--- src/hdl/hgbhf_pkg.sv ---
`default_nettype none
package hgbhf_pkg;

    localparam int COORD_W = 32;
    localparam int SUM_W   = 48;
    localparam int CNT_W   = 16;
    localparam int ACC_W   = 64;
    localparam int NCNT_W  = 16;

    // command codes
    typedef enum logic [0:0] {
        CMD_ADD   = 1'b0,
        CMD_QUERY = 1'b1
    } cmd_t;

    // answer status codes
    localparam logic [1:0] ST_OBSERVED = 2'd0;
    localparam logic [1:0] ST_RING     = 2'd1;
    localparam logic [1:0] ST_NODATA   = 2'd2;

    localparam logic [4:0] CELL_SHIFT_RST = 5'd17;
    localparam logic [CNT_W-1:0] COUNT_MAX = '1;

    // register address
    localparam logic [0:0] ADDR_CELL_SHIFT = 1'b0;

    // classified item passed from front to back
    typedef struct packed {
        cmd_t        cmd;
        logic [9:0]  row;
        logic [9:0]  col;
        logic [31:0] height;
    } job_t;

    // divider request
    typedef struct packed {
        logic              start;
        logic [ACC_W-1:0]  dividend;
        logic [NCNT_W-1:0] divisor;
    } div_req_t;

    // back-end state machine
    typedef enum logic [3:0] {
        BK_IDLE,
        BK_READ,
        BK_WAIT,
        BK_ADD,
        BK_OBS_DIV,
        BK_OBS_WAIT,
        BK_RING_STEP,
        BK_RING_READ,
        BK_RING_CHECK,
        BK_RING_DIV,
        BK_RING_DWAIT,
        BK_RING_ADD,
        BK_RING_END,
        BK_FINAL_DIV,
        BK_FINAL_WAIT,
        BK_OUT
    } bk_state_t;

endpackage
`default_nettype wire

--- src/hdl/hgbhf_front.sv ---
`default_nettype none
module hgbhf_front #(
    parameter int GRID_DIM = 256
) (
    input  wire                 clk,
    input  wire                 rst_n,
    input  wire [4:0]           cell_shift,
    input  wire                 in_valid,
    output logic                in_ready,
    input  wire                 in_cmd,
    input  wire [31:0]          in_pos_x,
    input  wire [31:0]          in_pos_z,
    input  wire [31:0]          in_height,
    input  wire [7:0]           in_query_row,
    input  wire [7:0]           in_query_col,
    output logic                q_valid,
    input  wire                 q_ready,
    output hgbhf_pkg::job_t     q_job
);
    import hgbhf_pkg::*;

    localparam logic [9:0] MAX_IDX = 10'(GRID_DIM - 1);

    logic [1:0] cnt_reg, cnt_next;
    job_t       fifo_reg [2];
    logic       wp_reg, rp_reg;
    logic       push, pop;
    job_t       job_in;
    logic [31:0] sx, sz;
    logic [9:0] bx, bz, qr, qc;

    // arithmetic shift floors toward minus infinity, then clamp
    function automatic logic [9:0] bin_idx(input logic [31:0] v, input logic [4:0] s);
        logic [31:0] q;
        q = 32'($signed(v) >>> s);
        if (q[31])
            return 10'd0;
        else if (q > 32'(MAX_IDX))
            return MAX_IDX;
        else
            return q[9:0];
    endfunction

    always_comb
    begin
        sx = in_pos_x;
        sz = in_pos_z;
        bx = bin_idx(sx, cell_shift);
        bz = bin_idx(sz, cell_shift);
        qr = ({2'b0, in_query_row} > MAX_IDX) ? MAX_IDX : {2'b0, in_query_row};
        qc = ({2'b0, in_query_col} > MAX_IDX) ? MAX_IDX : {2'b0, in_query_col};
        job_in.cmd    = cmd_t'(in_cmd);
        job_in.row    = (in_cmd == CMD_QUERY) ? qr : bx;
        job_in.col    = (in_cmd == CMD_QUERY) ? qc : bz;
        job_in.height = in_height;
    end

    assign in_ready = (cnt_reg != 2'd2);
    assign q_valid  = (cnt_reg != 2'd0);
    assign q_job    = fifo_reg[rp_reg];
    assign push     = in_valid && in_ready;
    assign pop      = q_valid && q_ready;

    // two-entry queue
    always_comb
    begin
        cnt_next = cnt_reg + 2'(push) - 2'(pop);
    end

    always_ff @(posedge clk or negedge rst_n)
    begin
        if (!rst_n)
        begin
            cnt_reg <= 2'd0;
            wp_reg  <= 1'b0;
            rp_reg  <= 1'b0;
        end
        else
        begin
            cnt_reg <= cnt_next;
            if (push)
                wp_reg <= ~wp_reg;
            if (pop)
                rp_reg <= ~rp_reg;
        end
    end

    always_ff @(posedge clk)
    begin
        if (push)
            fifo_reg[wp_reg] <= job_in;
    end

    property p_no_overflow;
        @(posedge clk) disable iff (!rst_n) (cnt_reg == 2'd2) |-> !push;
    endproperty
    assert property (p_no_overflow) else $error("queue overflow");

    property p_cnt_range;
        @(posedge clk) disable iff (!rst_n) cnt_reg != 2'd3;
    endproperty
    assert property (p_cnt_range) else $error("queue count out of range");

    property p_pop_track;
        @(posedge clk) disable iff (!rst_n) (pop && !push) |=> (cnt_reg == $past(cnt_reg) - 2'd1);
    endproperty
    assert property (p_pop_track) else $error("queue count not decremented");

endmodule
`default_nettype wire

--- config.mk ---
export PLATFORM = sky130hd
export DESIGN_NAME = hgbhf_front
export DESIGN_NICKNAME = d
export VERILOG_FILES = /design/src/hdl/hgbhf_pkg.sv /design/src/hdl/hgbhf_front.sv
export SDC_FILE = /design/constraint.sdc
export NUM_CORES = 1
export LEC_CHECK = 0
export BUFFER_PORTS_ARGS = -buffer_cell sky130_fd_sc_hd__buf_2
export CAP_MARGIN = 20
export CORE_MARGIN = 2
export CORE_UTILIZATION = 55
export DETAILED_ROUTE_END_ITERATION = 8
export GPL_ROUTABILITY_DRIVEN = 0
export PLACE_DENSITY_LB_ADDON = 0.25
export SLEW_MARGIN = 10
export SYNTH_ARGS = -nofsm -noshare
export SYNTH_HDL_FRONTEND = slang
export SYNTH_SLANG_ARGS = --single-unit
--- constraint.sdc ---
create_clock -name clk -period 5.8 [get_ports clk]
set_input_delay 0.29 -clock clk [delete_from_list [all_inputs] [get_ports clk]]
set_output_delay 0.29 -clock clk [all_outputs]
set_load 0.05 [all_outputs]
Word-level counts from Yosys, hierarchy flattened
Memories as Yosys holds them, arrays and structs flattened.
Index checks and enable logic that the tools add are counted.
Word-level totals
  bits of input ports: 122
  memories: 1
  flip-flop bits (word level): 4
  output and inout bits: 55
  logic and storage cells: 24
  bits in writable memories: 106
Memories
  fifo_reg: depth 2, width 53, read ports 1, clocked after memory_dff 0, write ports 1, line hgbhf_front.sv:25  | job_t fifo_reg [2];
Operators by class
  order comparisons: 2
  equal/unequal tests: 1
  reductions and logical operators: 3
  add/subtract/negate cells: 2
  bitwise operators: 2
  multiplexer cells: 8
  shift operators: 2
Operator list (count)
  32-bit by 8-bit > comparator with 1-bit output (second input constant): 2
  32-bit by 5-bit >>> shifter with 32-bit output: 2
  10-bit two-way mux: 6
  2-bit by 1-bit adder with 2-bit output: 1
  1-bit logical AND: 2
  1-bit two-way mux: 2
  2-bit != test (second input constant): 1
  1-bit NOT: 2
  2-bit nonzero test: 1
  2-bit by 1-bit subtractor with 2-bit output: 1

Logic depth before layout (Yosys ltp)
  depth in word-level cells: 5
  mapped depth: 13
  mapped depth without buffers: 7

Least setup slack after synthesis
Ideal clock, no wire load.
  kind: register to register
  start point: reg cnt_reg[0]
  end point: mem fifo_reg[0][0] (netlist name), enable pin
  cell stages (with the launch flop): 4
  data arrival time: 3.246 ns
  period minus slack after synthesis: 3.710 ns
  buffers on the path: 0
  slack: 2.090 ns
  library setup time: 0.464 ns
  required time: 5.336 ns
  path through: dfrtp_1 nand2b_1 nand2_1 nor2_1
Between the ends
  word-level cells in the longest chain between the ends: 4
Ends and longest elaborated chain
  from (decl): line hgbhf_front.sv:24  | logic [1:0] cnt_reg, cnt_next;
  from (signal assigned): line hgbhf_front.sv:80  | cnt_reg <= cnt_next;
  2-bit != test: line hgbhf_front.sv:58  | assign in_ready = (cnt_reg != 2'd2);
  via in_ready: line hgbhf_front.sv:9  | output logic in_ready,
  1-bit logical AND: line hgbhf_front.sv:61  | assign push = in_valid && in_ready;
  1-bit two-way mux: line hgbhf_front.sv:90  | if (push)
  1-bit two-way mux (not written as such): line hgbhf_front.sv:91  | fifo_reg[wp_reg] <= job_in;
  to (decl): line hgbhf_front.sv:25
The timed path passes the listed nets, and every way through them passes these cells.

==> run summary <==
• **worst slack, placed** 1980 ps
• **flop and latch count out of synthesis** 110
• **synthesized instance count** 668
• **crit path launch type** input port
• **critical hold path startpoint** in_height[13]
• **final critical-path required period** 3500 ps
• **Main synth FF type** edfxtp_1
• **EDFF count, synth** 106
• **number of clock buffers inserted by TritonCTS** 9
• **worst setup path class** input port to register
• **area leader, netlist** edfxtp_1
• **arrival time at the worst endpoint** 3570 ps
• **H-tree depth** 3
• **area of the core** 0.0144 mm²
• **leakage power total** 3.63 nW
• **clock slew at the register clock pins of the worst setup and hold paths** 70 ps
• **Die Ht** 125 µm
• **number of antenna violations at the first check in global routing** 0
• **Detail Placement HPWL** 14800 µm
• **distinct cell type count after synthesis** 65
• **Mapped Area** 0.00800 mm²
• **Syn Area/Cell** 12.0 µm²
• **diode insertion count for antenna repair** 0
• **CTS tree** done
• **Hold Path Cell Cnt** 1
• **maximum number of pins on one net before global-route repair** 72
• **via count of the first global-routing pass** 6154
• **mean routed wirelength per cell** 20.3 µm
• **reg-to-reg endpoint** fifo_reg[0][14]
• **total of warnings raised by yosys** 0
• **FF-to-FF path depth** 4
• **number of nets with antenna violations after detailed routing** 0
• **proportion of synthesized chip area in sequential cells** 41.1%
• **total of max-cap violations** 0
• **RSZ-0062 raised after global routing** false
• **worst-margin pin slew** 902 ps
• **starting density of the core** 55.7%
• **worst min-delay path category** input port to register
• **First DRT Iteration DRCs** 929
• **fraction of the cycle the final worst path needs** 60.4%
• **slack of the worst reg-to-reg path** 3920 ps
• **Worst setup EP type** register
• **top achievable clock speed** 0.285 GHz
• **cell at the root of the clock tree** clkbuf_16
• **Worst Hold Endpoint** fifo_reg[0][13]
• **vias** 6530
• **Top-Level Pins** 177
• **Nets** 940
• **startpoint of the worst-slack reg-to-reg timing path** cnt_reg[1]
• **max-slew headroom at the worst pin** 39.9%
• **Port-buffer cells** 176
• **crit path setup slack, layout** 2300 ps
• **Placed Area** 0.00889 mm²
• **Final Hold Slack** 136 ps
• **die area** 0.0155 mm²
• **Sinks on Clock Net** 110
• **endpoints failing hold** 0
• **number of flip-flops under the largest register name** 106
• **worst ir drop on vdd** 237 µV
• **P&R area growth vs syn** 16.1%
• **number of remaining DRC errors** 0
• **required time at the endpoint of the critical path** 5860 ps
• **ratio of routed vias to standard cells** 6.50
• **buffers from clock root to sink, at most** 2
• **largest cells by area after synthesis** edfxtp_1 (40%), mux4_2 (11%), mux2_2 (10%), mux2i_1 (8.5%), nand2_1 (3.0%)
• **chip width** 125 µm
• **final global-route overflow total** 0
• **share of final-layout standard cells stronger than drive strength 1** 40.0%
• **share of async-settable or async-resettable flops after synthesis** 3.64%
• **maximum fanout encountered on the critical timing path** 58
• **global-route wire length before repair** 32500 µm
• **proportion of netlist area held by the largest area contributor** 39.8%
• **total global-route track usage** 25.8%
• **later-pin clock latency in the skew report** 340 ps
• **crit path from** cell_shift[1]
• **Core Rows** 44
• **first-pass iteration count of the detailed router** 8
• **utilization of the core after routing** 64.6%
• **Power Density** 382 mW/mm²
• **worst clock skew** 5.60 ps
• **Setup TNS** 0 ps
• **status** complete, no violations
• **setup-violating endpoint count in the final report** 0
• **post-route cell area** 0.00929 mm²
• **total wire length** 20400 µm
• **fin. max-slew vios** 0
==> routing by layer <==
layer  routed length (µm)  vias up  GRT usage, %
li1                     -     2966             -
met1                 8510     3098          37.4
met2                 9490      427          40.4
met3                 2000       39          4.21
met4                  363        0          7.67
met5                    0        -             0
==> cells by family (layout without fill, tap and decap cells) <==
| family | count (synthesis) | count (layout) | share of synthesized area (%) |
|---|---|---|---|
| xor+xnor | 4 | 4 | 0.438 |
| compound gates | 133 | 133 | 11.9 |
| flops | 110 | 110 | 41.1 |
| fa+ha+maj | 2 | 2 | 0.313 |
| other cells | 1 | 8 | 0.0469 |
| simple gates | 168 | 168 | 10.2 |
| buf+inv | 64 | 210 | 4.37 |
| mux | 186 | 186 | 31.7 |
==> how the worst max path moves through the flow <==
stage / end / slack [ps] / cells after the start
after floorplan: fifo_reg[0][0] / 2090 / 3
after global placement: fifo_reg[0][46] / 2060 / 9
after detailed placement: fifo_reg[1][47] / 1980 / 9
after CTS: fifo_reg[0][47] / 2350 / 9
after global routing: fifo_reg[1][46] / 2080 / 9
final: fifo_reg[0][47] / 2300 / 9
==> cells in the final DEF, fill, tap and decap left out, types with 3 or more instances in the layout <==
master / count
o22ai_1: 5
nand2b_1: 10
nor3_1: 19
o21ai_0: 19
nor2_1: 22
a31oi_1: 7
nand2_1: 63
edfxtp_1: 106
mux4_2: 40
conb_1: 8
mux4_1: 5
a311oi_1: 5
dfrtp_1: 3
nor2b_1: 6
buf_4: 10
and2_1: 6
a221oi_1: 9
mux2_2: 73
a22oi_1: 6
a21o_1: 4
nand4_1: 6
inv_1: 5
xnor2_1: 3
nand3_1: 12
buf_2: 175
a221o_1: 3
clkbuf_16: 9
a2111oi_0: 3
or2_2: 5
o211ai_1: 9
a21oi_1: 24
o32ai_1: 6
mux2i_1: 68
and3_1: 8
bufinv_16: 4
a211oi_1: 10
==> per-stage QoR <==
step	instances	power, W
floorplan	675	0.00244
global placement	988	0.00277
detailed placement	988	0.00281
CTS	1005	0.00357
global route	1005	0.00369
finish	1005	0.00355
==> where the power goes <==
part | internal (W) | total, W | switching (W)
registers | 0.00109 | 0.00117 | 0.0000769
clock network | 0.000490 | 0.000751 | 0.000261
logic | 0.000501 | 0.00163 | 0.00113
total | 0.00209 | 0.00355 | 0.00146
==> critical path: stages <==
cell	delay, ps
buf_4	570
buf_4	650
mux4_2	580
a221o_1	300
a22oi_1	300
nor3b_1	230
nand4_1	190
o21ai_4	280
nand4_1	160
==> cell usage after synthesis (6+ instances only) <==
library cell  instances
edfxtp_1            106
mux2_2               73
mux2i_1              68
nand2_1              63
mux4_2               40
a21oi_1              24
nor2_1               23
clkbuf_1             21
nor3_1               19
o21ai_0              19
buf_2                18
nand3_1              12
a211oi_1             10
nand2b_1             10
a221oi_1              9
and3_1                9
buf_4                 9
o211ai_1              9
a31oi_1               7
a22oi_1               6
and2_1                6
nand4_1               6
nor2b_1               6
o32ai_1               6
==> cell type report <==
type	count	area [µm²]
clock buffers	11	253
clock inverters	5	129
fillers	1082	5080
inverters	8	30.0
multi-input cells	501	4400
flip-flops and latches	110	3280
well taps	184	230
repair buffers	186	961
==> what timing repair did <==
item / CTS / global route
hold buffers: 1 / 0
endpoints found under the hold margin: 4 / 0
setup endpoints to repair: 0 / 0
gates resized for setup: 0 / 0
buffers inserted: 0 / 0
Note: power is estimated with default switching activity, not from simulation.
